$ cat config.mk
export PLATFORM = sky130hd
export DESIGN_NAME = weighted_vruntime_scheduler_flat
export DESIGN_NICKNAME = d
export VERILOG_FILES = /design/src/rtl/core/wvs_pkg.sv /design/src/rtl/core/wvs_if.sv /design/src/rtl/core/weighted_vruntime_scheduler.sv /design/src/rtl/core/wvs_ctrl.sv /design/src/rtl/core/wvs_dp.sv /design/src/flat_wrapper.sv
export SDC_FILE = /design/constraint.sdc
export NUM_CORES = 2
export LEC_CHECK = 0
export BUFFER_PORTS_ARGS = -buffer_cell sky130_fd_sc_hd__buf_2
export CAP_MARGIN = 25
export CORE_MARGIN = 3
export CORE_UTILIZATION = 40
export CTS_BUF_LIST = sky130_fd_sc_hd__clkbuf_8
export DETAILED_ROUTE_END_ITERATION = 10
export GPL_TIMING_DRIVEN = 0
export SYNTH_ARGS = -nofsm -noshare
export SYNTH_HDL_FRONTEND = slang
export SYNTH_SLANG_ARGS = --single-unit
$ cat constraint.sdc
create_clock -name clock -period 7.74 [get_ports clock]
set_input_delay 0 -clock clock [delete_from_list [all_inputs] [get_ports clock]]
set_output_delay 0 -clock clock [all_outputs]
set_load 0.03 [all_outputs]
$ cat src/rtl/core/wvs_pkg.sv
// Package: shared types, constants and command structs for the vruntime scheduler
`timescale 1ns / 1ps
package wvs_pkg;
   localparam int SLOTS      = 16;
   localparam int SLOT_W     = 4;
   localparam int CNT_W      = 5;
   localparam int TOTAL_W    = 20;
   localparam int VR_W       = 32;
   localparam int WEIGHT_W   = 16;
   localparam int SLICE_W    = 8;
   localparam int BASE_SHIFT = 10;

   typedef enum logic [1:0] {
      ACT_ENQ  = 2'd0,
      ACT_DEQ  = 2'd1,
      ACT_PICK = 2'd2,
      ACT_TICK = 2'd3
   } action_type;

   typedef enum logic [2:0] {
      ST_IDLE,
      ST_SCAN,
      ST_DIV1,
      ST_DIV2,
      ST_DONE,
      ST_OUT
   } state_type;

   // controller to datapath
   typedef struct packed {
      logic load;       // latch request, run simple ops
      logic scan_start;
      logic scan_step;
      logic div1_start;
      logic div_step;
      logic div2_start;
      logic commit;     // write back pick results
      logic rsp_load;
   } cmd_type;

   // datapath to controller
   typedef struct packed {
      logic is_pick;
      logic scan_last;
      logic found;
      logic div_done;
   } sts_type;
endpackage

$ cat src/rtl/core/wvs_if.sv
// Interfaces: request, response and register write channels
`timescale 1ns / 1ps
interface wvs_req_if;
   import wvs_pkg::*;
   logic                valid;
   logic                ready;
   logic [1:0]          action;
   logic [SLOT_W-1:0]   slot;
   logic [WEIGHT_W-1:0] weight;
   modport source (output valid, action, slot, weight, input ready);
   modport sink   (input valid, action, slot, weight, output ready);
endinterface

interface wvs_rsp_if;
   import wvs_pkg::*;
   logic               valid;
   logic               ready;
   logic [SLOT_W-1:0]  picked_slot;
   logic               picked_valid;
   logic [SLICE_W-1:0] granted_slice;
   logic               resched;
   logic               status;
   logic [CNT_W-1:0]   queued_count;
   modport source (output valid, picked_slot, picked_valid, granted_slice, resched,
                   status, queued_count, input ready);
   modport sink   (input valid, picked_slot, picked_valid, granted_slice, resched,
                   status, queued_count, output ready);
endinterface

interface wvs_csr_if;
   import wvs_pkg::*;
   logic               valid;
   logic               ready;
   logic [SLICE_W-1:0] data;
   modport source (output valid, data, input ready);
   modport sink   (input valid, data, output ready);
endinterface

$ cat src/rtl/core/weighted_vruntime_scheduler.sv
// Top level: weighted virtual-runtime scheduler
`timescale 1ns / 1ps
// One request at a time. Enqueue, dequeue and tick go from idle through the done state,
// which loads the response register, to the output state. A pick scans the 16 slots
// one per cycle, then runs two 32-step restoring divisions on a shared divider (charge,
// then slice share) before the done state. A pick with no queued slot skips the
// divisions. Once the response is taken the block returns to idle, where it accepts
// the next request. The user must write max_slice through csr_ only while idle; the
// block itself does not enforce it.
module weighted_vruntime_scheduler import wvs_pkg::*; (
   input logic      clock,
   input logic      reset,
   wvs_req_if.sink  req,
   wvs_rsp_if.source rsp,
   wvs_csr_if.sink  csr
);
   cmd_type cmd;
   sts_type sts;

   assign csr.ready = 1'b1;

   wvs_ctrl u_ctrl (
      .clock(clock), .reset(reset),
      .req_valid(req.valid), .req_ready(req.ready),
      .rsp_valid(rsp.valid), .rsp_ready(rsp.ready),
      .cmd(cmd), .sts(sts)
   );

   wvs_dp u_dp (
      .clock(clock), .reset(reset), .cmd(cmd), .sts(sts),
      .req_action(req.action), .req_slot(req.slot), .req_weight(req.weight),
      .csr_we(csr.valid), .csr_data(csr.data),
      .rsp_picked_slot(rsp.picked_slot), .rsp_picked_valid(rsp.picked_valid),
      .rsp_granted_slice(rsp.granted_slice), .rsp_resched(rsp.resched),
      .rsp_status(rsp.status), .rsp_queued_count(rsp.queued_count)
   );

   // no request taken while a response waits
   assert property (@(posedge clock) disable iff (reset) rsp.valid |-> !req.ready)
      else $error("request accepted while response pending");
   // a response with no picked slot never grants a slice
   assert property (@(posedge clock) disable iff (reset)
      rsp.valid && !rsp.picked_valid |-> rsp.granted_slice == '0)
      else $error("slice granted without pick");
   // queue count never exceeds slot count
   assert property (@(posedge clock) disable iff (reset)
      rsp.valid |-> rsp.queued_count <= CNT_W'(SLOTS))
      else $error("queued count overflow");
endmodule

$ cat src/rtl/core/wvs_ctrl.sv
// Controller: sequences request handling, slot scan and the two divisions
`timescale 1ns / 1ps
module wvs_ctrl import wvs_pkg::*; (
   input  logic    clock,
   input  logic    reset,
   input  logic    req_valid,
   output logic    req_ready,
   output logic    rsp_valid,
   input  logic    rsp_ready,
   output cmd_type cmd,
   input  sts_type sts
);
   state_type state_ff, state_in;

   // next state
   always_comb begin
      state_in = state_ff;
      case (state_ff)
         ST_IDLE: if (req_valid) state_in = sts.is_pick ? ST_SCAN : ST_DONE;
         ST_SCAN: if (sts.scan_last) state_in = sts.found ? ST_DIV1 : ST_DONE;
         ST_DIV1: if (sts.div_done) state_in = ST_DIV2;
         ST_DIV2: if (sts.div_done) state_in = ST_DONE;
         ST_DONE: state_in = ST_OUT;
         ST_OUT:  if (rsp_ready) state_in = ST_IDLE;
         default: state_in = ST_IDLE;
      endcase
   end

   // outputs
   always_comb begin
      cmd = '0;
      req_ready = 1'b0;
      rsp_valid = 1'b0;
      case (state_ff)
         ST_IDLE: begin
            req_ready = 1'b1;
            cmd.load = req_valid;
            cmd.scan_start = req_valid;
         end
         ST_SCAN: begin
            cmd.scan_step = 1'b1;
            cmd.div1_start = sts.scan_last;
         end
         ST_DIV1: begin
            cmd.div_step = 1'b1;
            cmd.div2_start = sts.div_done;
         end
         ST_DIV2: begin
            cmd.div_step = 1'b1;
         end
         ST_DONE: begin
            cmd.commit = 1'b1;
            cmd.rsp_load = 1'b1;
         end
         ST_OUT:  rsp_valid = 1'b1;
         default: ;
      endcase
   end

   // hold state
   always_ff @(posedge clock) begin
      if (reset) state_ff <= ST_IDLE;
      else state_ff <= state_in;
   end
endmodule

$ cat src/rtl/core/wvs_dp.sv
// Datapath: slot table, min-vruntime scan and restoring divider
`timescale 1ns / 1ps
module wvs_dp import wvs_pkg::*; (
   input  logic                clock,
   input  logic                reset,
   input  cmd_type             cmd,
   output sts_type             sts,
   input  logic [1:0]          req_action,
   input  logic [SLOT_W-1:0]   req_slot,
   input  logic [WEIGHT_W-1:0] req_weight,
   input  logic                csr_we,
   input  logic [SLICE_W-1:0]  csr_data,
   output logic [SLOT_W-1:0]   rsp_picked_slot,
   output logic                rsp_picked_valid,
   output logic [SLICE_W-1:0]  rsp_granted_slice,
   output logic                rsp_resched,
   output logic                rsp_status,
   output logic [CNT_W-1:0]    rsp_queued_count
);
   logic [SLOTS-1:0]    queued_ff;
   logic [WEIGHT_W-1:0] weight_ff [SLOTS];
   logic [VR_W-1:0]     vr_ff     [SLOTS];
   logic [VR_W-1:0]     run_ff    [SLOTS];
   logic [SLICE_W-1:0]  slice_ff  [SLOTS];
   logic [TOTAL_W-1:0]  total_ff;
   logic [CNT_W-1:0]    count_ff;
   logic [SLICE_W-1:0]  max_slice_ff;

   logic [SLOT_W-1:0]   idx_ff;     // scan position
   logic [SLOT_W-1:0]   best_ff;
   logic                found_ff;
   logic                resched_ff, status_ff;

   // divider: quotient/remainder shift register
   logic [VR_W-1:0]     dvd_ff;     // dividend shifting into quotient
   logic [VR_W-1:0]     rem_ff;
   logic [VR_W-1:0]     dvs_ff;
   logic [5:0]          dcnt_ff;
   logic [VR_W-1:0]     q1_ff;      // charge quotient

   logic [VR_W-1:0]     prod;
   logic [VR_W:0]       rem_sh, rem_sub;
   logic                better;
   logic [VR_W-1:0]     diff;
   logic [WEIGHT_W-1:0] pw;
   logic [SLICE_W-1:0]  slice_new;
   logic [SLOT_W-1:0]   s;

   assign s    = req_slot;
   assign pw   = weight_ff[best_ff];
   assign prod = {run_ff[best_ff][VR_W-BASE_SHIFT-1:0], {BASE_SHIFT{1'b0}}};
   assign diff = vr_ff[idx_ff] - vr_ff[best_ff];
   assign better = queued_ff[idx_ff] && (!found_ff || diff[VR_W-1]);
   assign rem_sh  = {rem_ff, dvd_ff[VR_W-1]};
   assign rem_sub = rem_sh - {1'b0, dvs_ff};

   assign sts.is_pick  = (req_action == ACT_PICK);
   assign sts.scan_last = (idx_ff == SLOT_W'(SLOTS-1));
   assign sts.found    = found_ff || better;
   assign sts.div_done = (dcnt_ff == 6'd0);

   // granted slice: second quotient saturated, or full period
   always_comb begin
      if (pw == '0 || total_ff == '0) slice_new = max_slice_ff;
      else if (dvd_ff[VR_W-1:SLICE_W] != '0) slice_new = '1;
      else slice_new = dvd_ff[SLICE_W-1:0];
   end

   // configuration
   always_ff @(posedge clock) begin
      if (reset) max_slice_ff <= SLICE_W'(5);
      else if (csr_we) max_slice_ff <= csr_data;
   end

   // scan and divider
   always_ff @(posedge clock) begin
      if (cmd.scan_start) begin
         idx_ff <= '0;
         best_ff <= '0;
         found_ff <= 1'b0;
      end else if (cmd.scan_step) begin
         if (better) begin
            best_ff <= idx_ff;
            found_ff <= 1'b1;
         end
         idx_ff <= idx_ff + 1'b1;
      end
      if (cmd.div1_start) begin
         // best not final yet when the last slot wins: use the chosen index
         dvd_ff <= better ? {run_ff[idx_ff][VR_W-BASE_SHIFT-1:0], {BASE_SHIFT{1'b0}}}
                          : prod;
         dvs_ff <= better ? VR_W'(weight_ff[idx_ff]) : VR_W'(pw);
         rem_ff <= '0;
         dcnt_ff <= 6'd32;
      end else if (cmd.div2_start) begin
         q1_ff <= dvd_ff;
         dvd_ff <= VR_W'(max_slice_ff) * VR_W'(pw);
         dvs_ff <= VR_W'(total_ff);
         rem_ff <= '0;
         dcnt_ff <= 6'd32;
      end else if (cmd.div_step && dcnt_ff != 6'd0) begin
         if (!rem_sub[VR_W]) begin
            rem_ff <= rem_sub[VR_W-1:0];
            dvd_ff <= {dvd_ff[VR_W-2:0], 1'b1};
         end else begin
            rem_ff <= rem_sh[VR_W-1:0];
            dvd_ff <= {dvd_ff[VR_W-2:0], 1'b0};
         end
         dcnt_ff <= dcnt_ff - 1'b1;
      end
   end

   // slot table updates
   always_ff @(posedge clock) begin
      if (reset) begin
         queued_ff <= '0;
         total_ff <= '0;
         count_ff <= '0;
         for (int i = 0; i < SLOTS; i++) begin
            weight_ff[i] <= '0;
            vr_ff[i] <= '0;
            run_ff[i] <= '0;
            slice_ff[i] <= '0;
         end
      end else begin
         if (cmd.load) begin
            resched_ff <= 1'b0;
            status_ff <= 1'b0;
            case (req_action)
               ACT_ENQ: begin
                  if (queued_ff[s]) status_ff <= 1'b1;
                  else begin
                     queued_ff[s] <= 1'b1;
                     weight_ff[s] <= req_weight;
                     total_ff <= total_ff + TOTAL_W'(req_weight);
                     count_ff <= count_ff + 1'b1;
                  end
               end
               ACT_DEQ: begin
                  if (!queued_ff[s]) status_ff <= 1'b1;
                  else begin
                     queued_ff[s] <= 1'b0;
                     total_ff <= total_ff - TOTAL_W'(weight_ff[s]);
                     count_ff <= count_ff - 1'b1;
                  end
               end
               ACT_TICK: begin
                  if (slice_ff[s] != '0) begin
                     slice_ff[s] <= slice_ff[s] - 1'b1;
                     run_ff[s] <= run_ff[s] + 1'b1;
                  end
                  resched_ff <= (slice_ff[s] <= SLICE_W'(1));
               end
               default: ;
            endcase
         end
         // charge vruntime and grant slice
         if (cmd.commit && found_ff) begin
            vr_ff[best_ff] <= vr_ff[best_ff] + ((pw == '0) ? prod : q1_ff);
            slice_ff[best_ff] <= slice_new;
         end
      end
   end

   // response register
   always_ff @(posedge clock) begin
      if (cmd.rsp_load) begin
         rsp_picked_slot <= found_ff ? best_ff : '0;
         rsp_picked_valid <= found_ff;
         rsp_granted_slice <= found_ff ? slice_new : '0;
         rsp_resched <= resched_ff;
         rsp_status <= status_ff;
         rsp_queued_count <= count_ff;
      end
   end
endmodule

$ cat src/flat_wrapper.sv
// flat-port wrapper written by rule: the top's interface ports become plain ports
module weighted_vruntime_scheduler_flat import wvs_pkg::*;
  (clock, reset, req_valid, req_action, req_slot, req_weight, req_ready, rsp_valid, rsp_picked_slot, rsp_picked_valid, rsp_granted_slice, rsp_resched, rsp_status, rsp_queued_count, rsp_ready, csr_valid, csr_data, csr_ready);
  wvs_req_if req_i ();
  wvs_rsp_if rsp_i ();
  wvs_csr_if csr_i ();
  input logic clock;
  input logic reset;
  input wire logic [$bits(req_i.valid)-1:0] req_valid;
  input wire logic [$bits(req_i.action)-1:0] req_action;
  input wire logic [$bits(req_i.slot)-1:0] req_slot;
  input wire logic [$bits(req_i.weight)-1:0] req_weight;
  output wire logic [$bits(req_i.ready)-1:0] req_ready;
  output wire logic [$bits(rsp_i.valid)-1:0] rsp_valid;
  output wire logic [$bits(rsp_i.picked_slot)-1:0] rsp_picked_slot;
  output wire logic [$bits(rsp_i.picked_valid)-1:0] rsp_picked_valid;
  output wire logic [$bits(rsp_i.granted_slice)-1:0] rsp_granted_slice;
  output wire logic [$bits(rsp_i.resched)-1:0] rsp_resched;
  output wire logic [$bits(rsp_i.status)-1:0] rsp_status;
  output wire logic [$bits(rsp_i.queued_count)-1:0] rsp_queued_count;
  input wire logic [$bits(rsp_i.ready)-1:0] rsp_ready;
  input wire logic [$bits(csr_i.valid)-1:0] csr_valid;
  input wire logic [$bits(csr_i.data)-1:0] csr_data;
  output wire logic [$bits(csr_i.ready)-1:0] csr_ready;
  assign req_i.valid = req_valid;
  assign req_i.action = req_action;
  assign req_i.slot = req_slot;
  assign req_i.weight = req_weight;
  assign req_ready = req_i.ready;
  assign rsp_valid = rsp_i.valid;
  assign rsp_picked_slot = rsp_i.picked_slot;
  assign rsp_picked_valid = rsp_i.picked_valid;
  assign rsp_granted_slice = rsp_i.granted_slice;
  assign rsp_resched = rsp_i.resched;
  assign rsp_status = rsp_i.status;
  assign rsp_queued_count = rsp_i.queued_count;
  assign rsp_i.ready = rsp_ready;
  assign csr_i.valid = csr_valid;
  assign csr_i.data = csr_data;
  assign csr_ready = csr_i.ready;
  weighted_vruntime_scheduler u_core (.clock(clock), .reset(reset), .req(req_i), .rsp(rsp_i), .csr(csr_i));
endmodule
---- After elaboration in Yosys (flattened, before gate mapping) ----
Memories as Yosys holds them, arrays and structs flattened. A register that Yosys moved wholly into a read port is not among the register bits.
Index checks and enable logic that the tools add are counted.
word-level totals
  bits of input ports ..................... 35
  register bits after elaboration ......... 217
  memories ................................ 4
  word-level logic and storage cells ...... 179
  memory bits (writable) .................. 1,408
cells by class
  equal/unequal tests ..................... 16
  reduce and logical (&&, ||, !) cells .... 31
  bitwise operators ....................... 5
  $mul .................................... 1
  add/subtract/negate cells ............... 11
  mux-type cells .......................... 86
  $lt $le $gt $ge ......................... 4
memory list
  memory                 depth  bits a word  rd ports  clocked after Yosys merged registers in  wr ports  line          source
  u_core.u_dp.run_ff     16     32           3         2                                        16        wvs_dp.sv:23  logic [VR_W-1:0] run_ff [SLOTS];
  u_core.u_dp.vr_ff      16     32           2         2                                        16        wvs_dp.sv:22  logic [VR_W-1:0] vr_ff [SLOTS];
  u_core.u_dp.weight_ff  16     16           3         2                                        16        wvs_dp.sv:21  logic [WEIGHT_W-1:0] weight_ff [SLOTS];
  u_core.u_dp.slice_ff   16     8            1         0                                        16        wvs_dp.sv:24  logic [SLICE_W-1:0] slice_ff [SLOTS];
operator list
  cell                     count
  $mux W32                 10
  $mux W4                  17
  $mux W16                 4
  $reduce_or A32 Y1        2
  $mux W20                 2
  $pmux W20 S2             1
  $sub A33 B32 Y33         1
  $add A32 B1 Y32 const B  1
  $add A32 B32 Y32         1
  $mux W8                  4
  $pmux W16 S2             1
  $sub A32 B32 Y32         1
  $mux W1                  29
  $mul A8 B16 Y24          1
  $reduce_bool A24 Y1      1
  $mux W3                  7
  $add A20 B16 Y20         1
  $logic_not A20 Y1        1
  $sub A20 B16 Y20         1
  $pmux W3 S6              1
  $and A16 B16 Y16         1
  $logic_not A16 Y1        1
  $not A16 Y16             1
  $or A16 B16 Y16          1
  other kinds (38)         63

---- Depth between registers and ports, before layout ----
An unclocked memory read counts as a cell.
  depth after elaboration ................. 10
  gate-level depth with buffers ........... 25

---- By module ----
A second synthesis with hierarchy kept.
second synthesis, totals
  cell total of the unflattened synthesis .. 6,316
  area total of the unflattened synthesis .. 86,469.2 um^2
by module, submodules not included
  module                       cells an instance  area each (um^2)  seq. area each (um^2)  instances
  wvs_dp                       6,275              86,181.4          42,741.0               1
  wvs_ctrl                     39                 276.5             60.1                   1
  weighted_vruntime_scheduler  2                  11.3              0.0                    1

---- Least setup slack after synthesis ----
OpenSTA, ideal clock, no wires.
  path type ............................... register to register
  start ................................... register (tool-made name)
  end ..................................... register u_core.u_dp.dvd_ff[23] (data pin)
  cell stages (with the launch flop) ...... 25
  path slack .............................. 1.400 ns
  arrival time ............................ 6.070 ns
  setup time .............................. 0.270 ns
  cells stage by stage .................... dfxtp_1 buf_6 buf_4 mux4_2 a22oi_1 nand2_1 and2_1 fa_1 inv_1 fa_1 inv_1 fa_1 inv_1 fa_1 inv_1 ha_1 o21a_1 o31a_1 nor4_1 o31ai_1 a2111oi_0 or3_1 o21ai_0 mux2i_1 o211ai_1
RTL lines
  what                  line           source
  to (signal assigned)  wvs_dp.sv:90   dvd_ff <= better ? {run_ff[idx_ff][VR_W-BASE_SHIFT-1:0], {BASE_SHIFT{1'b0}}}
  to (signal assigned)  wvs_dp.sv:97   dvd_ff <= VR_W'(max_slice_ff) * VR_W'(pw);
  to (signal assigned)  wvs_dp.sv:104  dvd_ff <= {dvd_ff[VR_W-2:0], 1'b1};
  to (decl)             wvs_dp.sv:35   logic [VR_W-1:0] dvd_ff;

==> out/results.ini <==
[critical_path]
start_kind=register
crit_arrival_ns=8.40
worst_path_max_delay_cell=clkbuf_1
path_buf_inv=9
crit_top_cell=a21o_1
cp_max_fo=10
crit_chain=buf_2 -> buf_4 -> clkbuf_4 -> clkbuf_2 -> clkbuf_1 -> clkbuf_1 -> mux4_2 -> mux4_2 -> ha_1 -> clkbuf_1 -> a21o_1 -> a21o_1 -> a21o_1 -> a21o_1 -> a221o_1 -> a221o_1 -> a2111oi_0 -> buf_1 -> o21a_2 -> buf_4 -> nor3_2
end_kind=register
critPathMaxStageDelay_ns=0.58
worst_ep_required_time_ns=8.43
critPathTopFamily=buffers and inverters
crit_type=reg2reg

[sta]
fmax_mhz=129.8
finalCritPeriodShare=0.9956
setup_viol=0
post-route-min-period_ns=7.706
final-max-slew-violation-count=0
fin_ws_ns=0.03371
skew_ns=0.08053
max_slew.worst_pin.slew_ns=1.165
hold_viol=0
slew_headroom=0.2233

[pwr]
powerDensity_mw_per_mm2=196.5
combPwrFrac=0.179
p_sw_uw=5519
internal_power_uw=13450
seqPwrFrac=0.476
ir_drop_v=0.0002221
p_clk_frac=0.345
sw_frac_of_total=0.2910
p_leak_uw=0.03372

[clock_network]
cts_tree=done
htreeDepth=4
root_buffer=clkbuf_8
clkLatencyLatePin_ns=1.03
clk_path_buf_depth=3
clk_pin_slew_ns=0.06
numCtsBuffers=241
cts.sinks=1461

[min_path]
hp-class=in2reg

[die]
dieWidth_um=468.9
floorplan.initialDensity=0.4033
fp.dieArea_mm2=0.2199
row_count=169
ios=58
die-height_um=468.9
coreArea_mm2=0.2125

[finish]
syn2layout_area_growth_pct=12.60
nets=6926
drive_above_1_share=0.2515
stdcell_area_mm2=0.09651

[logic_synthesis]
synth_area_leader_cell=edfxtp_1
ys_top_cells_by_area=edfxtp_1 47%, mux4_2 24%, nor2_1 4.7%
synth_top_area_share=0.4744
synth_area_mm2=0.08571
yosysWarningCount=0
seq_area_frac_synth=0.4994
synth-async-reset-ratio=0
ys_top_cells_by_count=1,354 x edfxtp_1, 1,081 x nor2_1, 924 x mux4_2, 336 x clkbuf_1, 317 x and2_1
synth_edf_count=1354
syn_nets=6477
synth_ff_type=edfxtp_1
yosysMostFrequentCell=edfxtp_1
syn_avg_cell_area_um2=13.82
synthCells=6200
synthDistinctLibCells=87
ys_ff_latch=1461

[routing]
drt_iter0_drc=8704
vias_per_cell=6.251
ant_nets=0
dr_total_vias=60524
wl_um=297700
first_pass_iters=6
detail_route.wl_per_cell_um=30.75
drc=0

[global_route]
grt_pass1_vias=59897
grt_overflow_total=0
grt_usage=0.2694
grt_antenna_before_repair=15
grt_pass1_wl_um=426400
grt_max_degree=40

[placement]
port_buffers=48
dpl_worst_slack_ns=-1.706
post_dp_cell_area_mm2=0.09105
dpl.hpwl_um=222900
finalWeightedCongestion=0.9440

[run]
maxCapViolCount=0

[outcome]
status=finished, final reports clean

-- cells by family after synthesis --
| group | share of synthesized area |
|---|---|
| compound gates | 0.04242 |
| flops | 0.4994 |
| other cells | 0.00004375 |
| simple gates | 0.1133 |
| mux | 0.2542 |
| xor+xnor | 0.01228 |
| fa+ha+maj | 0.04304 |
| buf+inv | 0.03533 |
-- worst min-delay path, delay by kind of cell --
family | cells | cell delay, ns
and+or+nand+nor | 2 | 0.19
buffers and inverters | 2 | 0.66
AOI/OAI and AO/OA | 2 | 0.16
-- per-layer routing --
layer  vias up  GRT usage  routed length [um]
met1     30923     0.3566              112200
met4        16     0.1310               16930
met5         -          0                 101
met3       815    0.07450               34710
li1      24756          -                   -
met2      4014     0.4106              133800
-- area by class of cell --
cell class              instances  area, um2
diodes                          7      17.52
plain buffers                 512       2385
clock buffers                 246       3386
clock inverters               203       1071
fillers                     18946     116000
inverters                     202      758.2
multi-input cells            4024      40170
flip-flops and latches       1461      42800
well taps                    2821       3530
repair buffers                207       2392
-- sequential cells by signal, summed over array words and instances, names as in the netlist, 20 cells and up, named ones only --
register,cells
u_core.u_dp.vr_ff,512
u_core.u_dp.total_ff,20
u_core.u_dp.slice_ff,128
u_core.u_dp.rem_ff,32
u_core.u_dp.q1_ff,32
u_core.u_dp.dvs_ff,20
u_core.u_dp.weight_ff,256
u_core.u_dp.dvd_ff,32
u_core.u_dp.run_ff,352
-- stage by stage --
stage | total power [uW] | std cells | hold WS, ns | TNS, ns | util
6_report | 18970 | 9683 | 0.07967 | 0 | 0.4541
3_5_place_dp | 12480 | 9158 | 0.2377 | -254.74 | 0.4284
2_1_floorplan | 11270 | 6200 | 0.1224 | 0 | -
5_1_grt | 19560 | 9680 | 0.09213 | -0.009315 | 0.4541
4_1_cts | 18930 | 9659 | 0.01352 | 0 | 0.4529
3_3_place_gp | 12340 | 9069 | 0.2266 | -302.66 | 0.4211
-- cells in the final DEF (no fill, tap or decap), types with 49 or more instances in the layout --
| cell | count |
|---|---|
| edfxtp_1 | 1354 |
| nor2_1 | 1080 |
| mux4_2 | 924 |
| and2_1 | 317 |
| clkbuf_1 | 308 |
| inv_1 | 270 |
| clkbuf_8 | 246 |
| nand2_1 | 243 |
| a21oi_1 | 190 |
| ha_1 | 154 |
| buf_2 | 123 |
| dfxtp_1 | 106 |
| o21ai_0 | 96 |
| nand3_1 | 90 |
| fa_1 | 88 |
| mux2i_1 | 73 |
| clkinv_1 | 72 |
| nor3_1 | 68 |
| xnor2_1 | 57 |
| dlygate4sd3_1 | 53 |
| buf_4 | 50 |
| xor2_1 | 49 |
-- worst paths after layout --
kind	start	slack, ns	depth (start not counted)	endpoint
min	rsp_ready	0.08	6	u_core.u_ctrl.state_ff[1]
max reg2reg	register	0.03	21	u_core.u_dp.vr_ff[13][31]
min reg2reg	u_core.u_dp.status_ff	0.43	0	u_core.u_dp.rsp_status
max	register	0.03	21	u_core.u_dp.vr_ff[13][31]
-- power groups by stage --
stage | sequential, uW | combinational, uW | clock (uW)
2_1_floorplan | 9130 | 2140 | 0
3_3_place_gp | 9190 | 3150 | 0
3_5_place_dp | 9190 | 3280 | 0
4_1_cts | 9030 | 3320 | 6580
5_1_grt | 9060 | 3570 | 6940
6_report | 9040 | 3390 | 6540
-- repair_timing --
item	CTS	global route
pin swaps	0	7
hold buffers	53	0
gates cloned	0	0
gates resized for setup	56	48
buffers inserted	0	10
setup endpoints to repair	336	161
endpoints found under the hold margin	320	0
No activity file was read; power rests on OpenSTA's default activity.
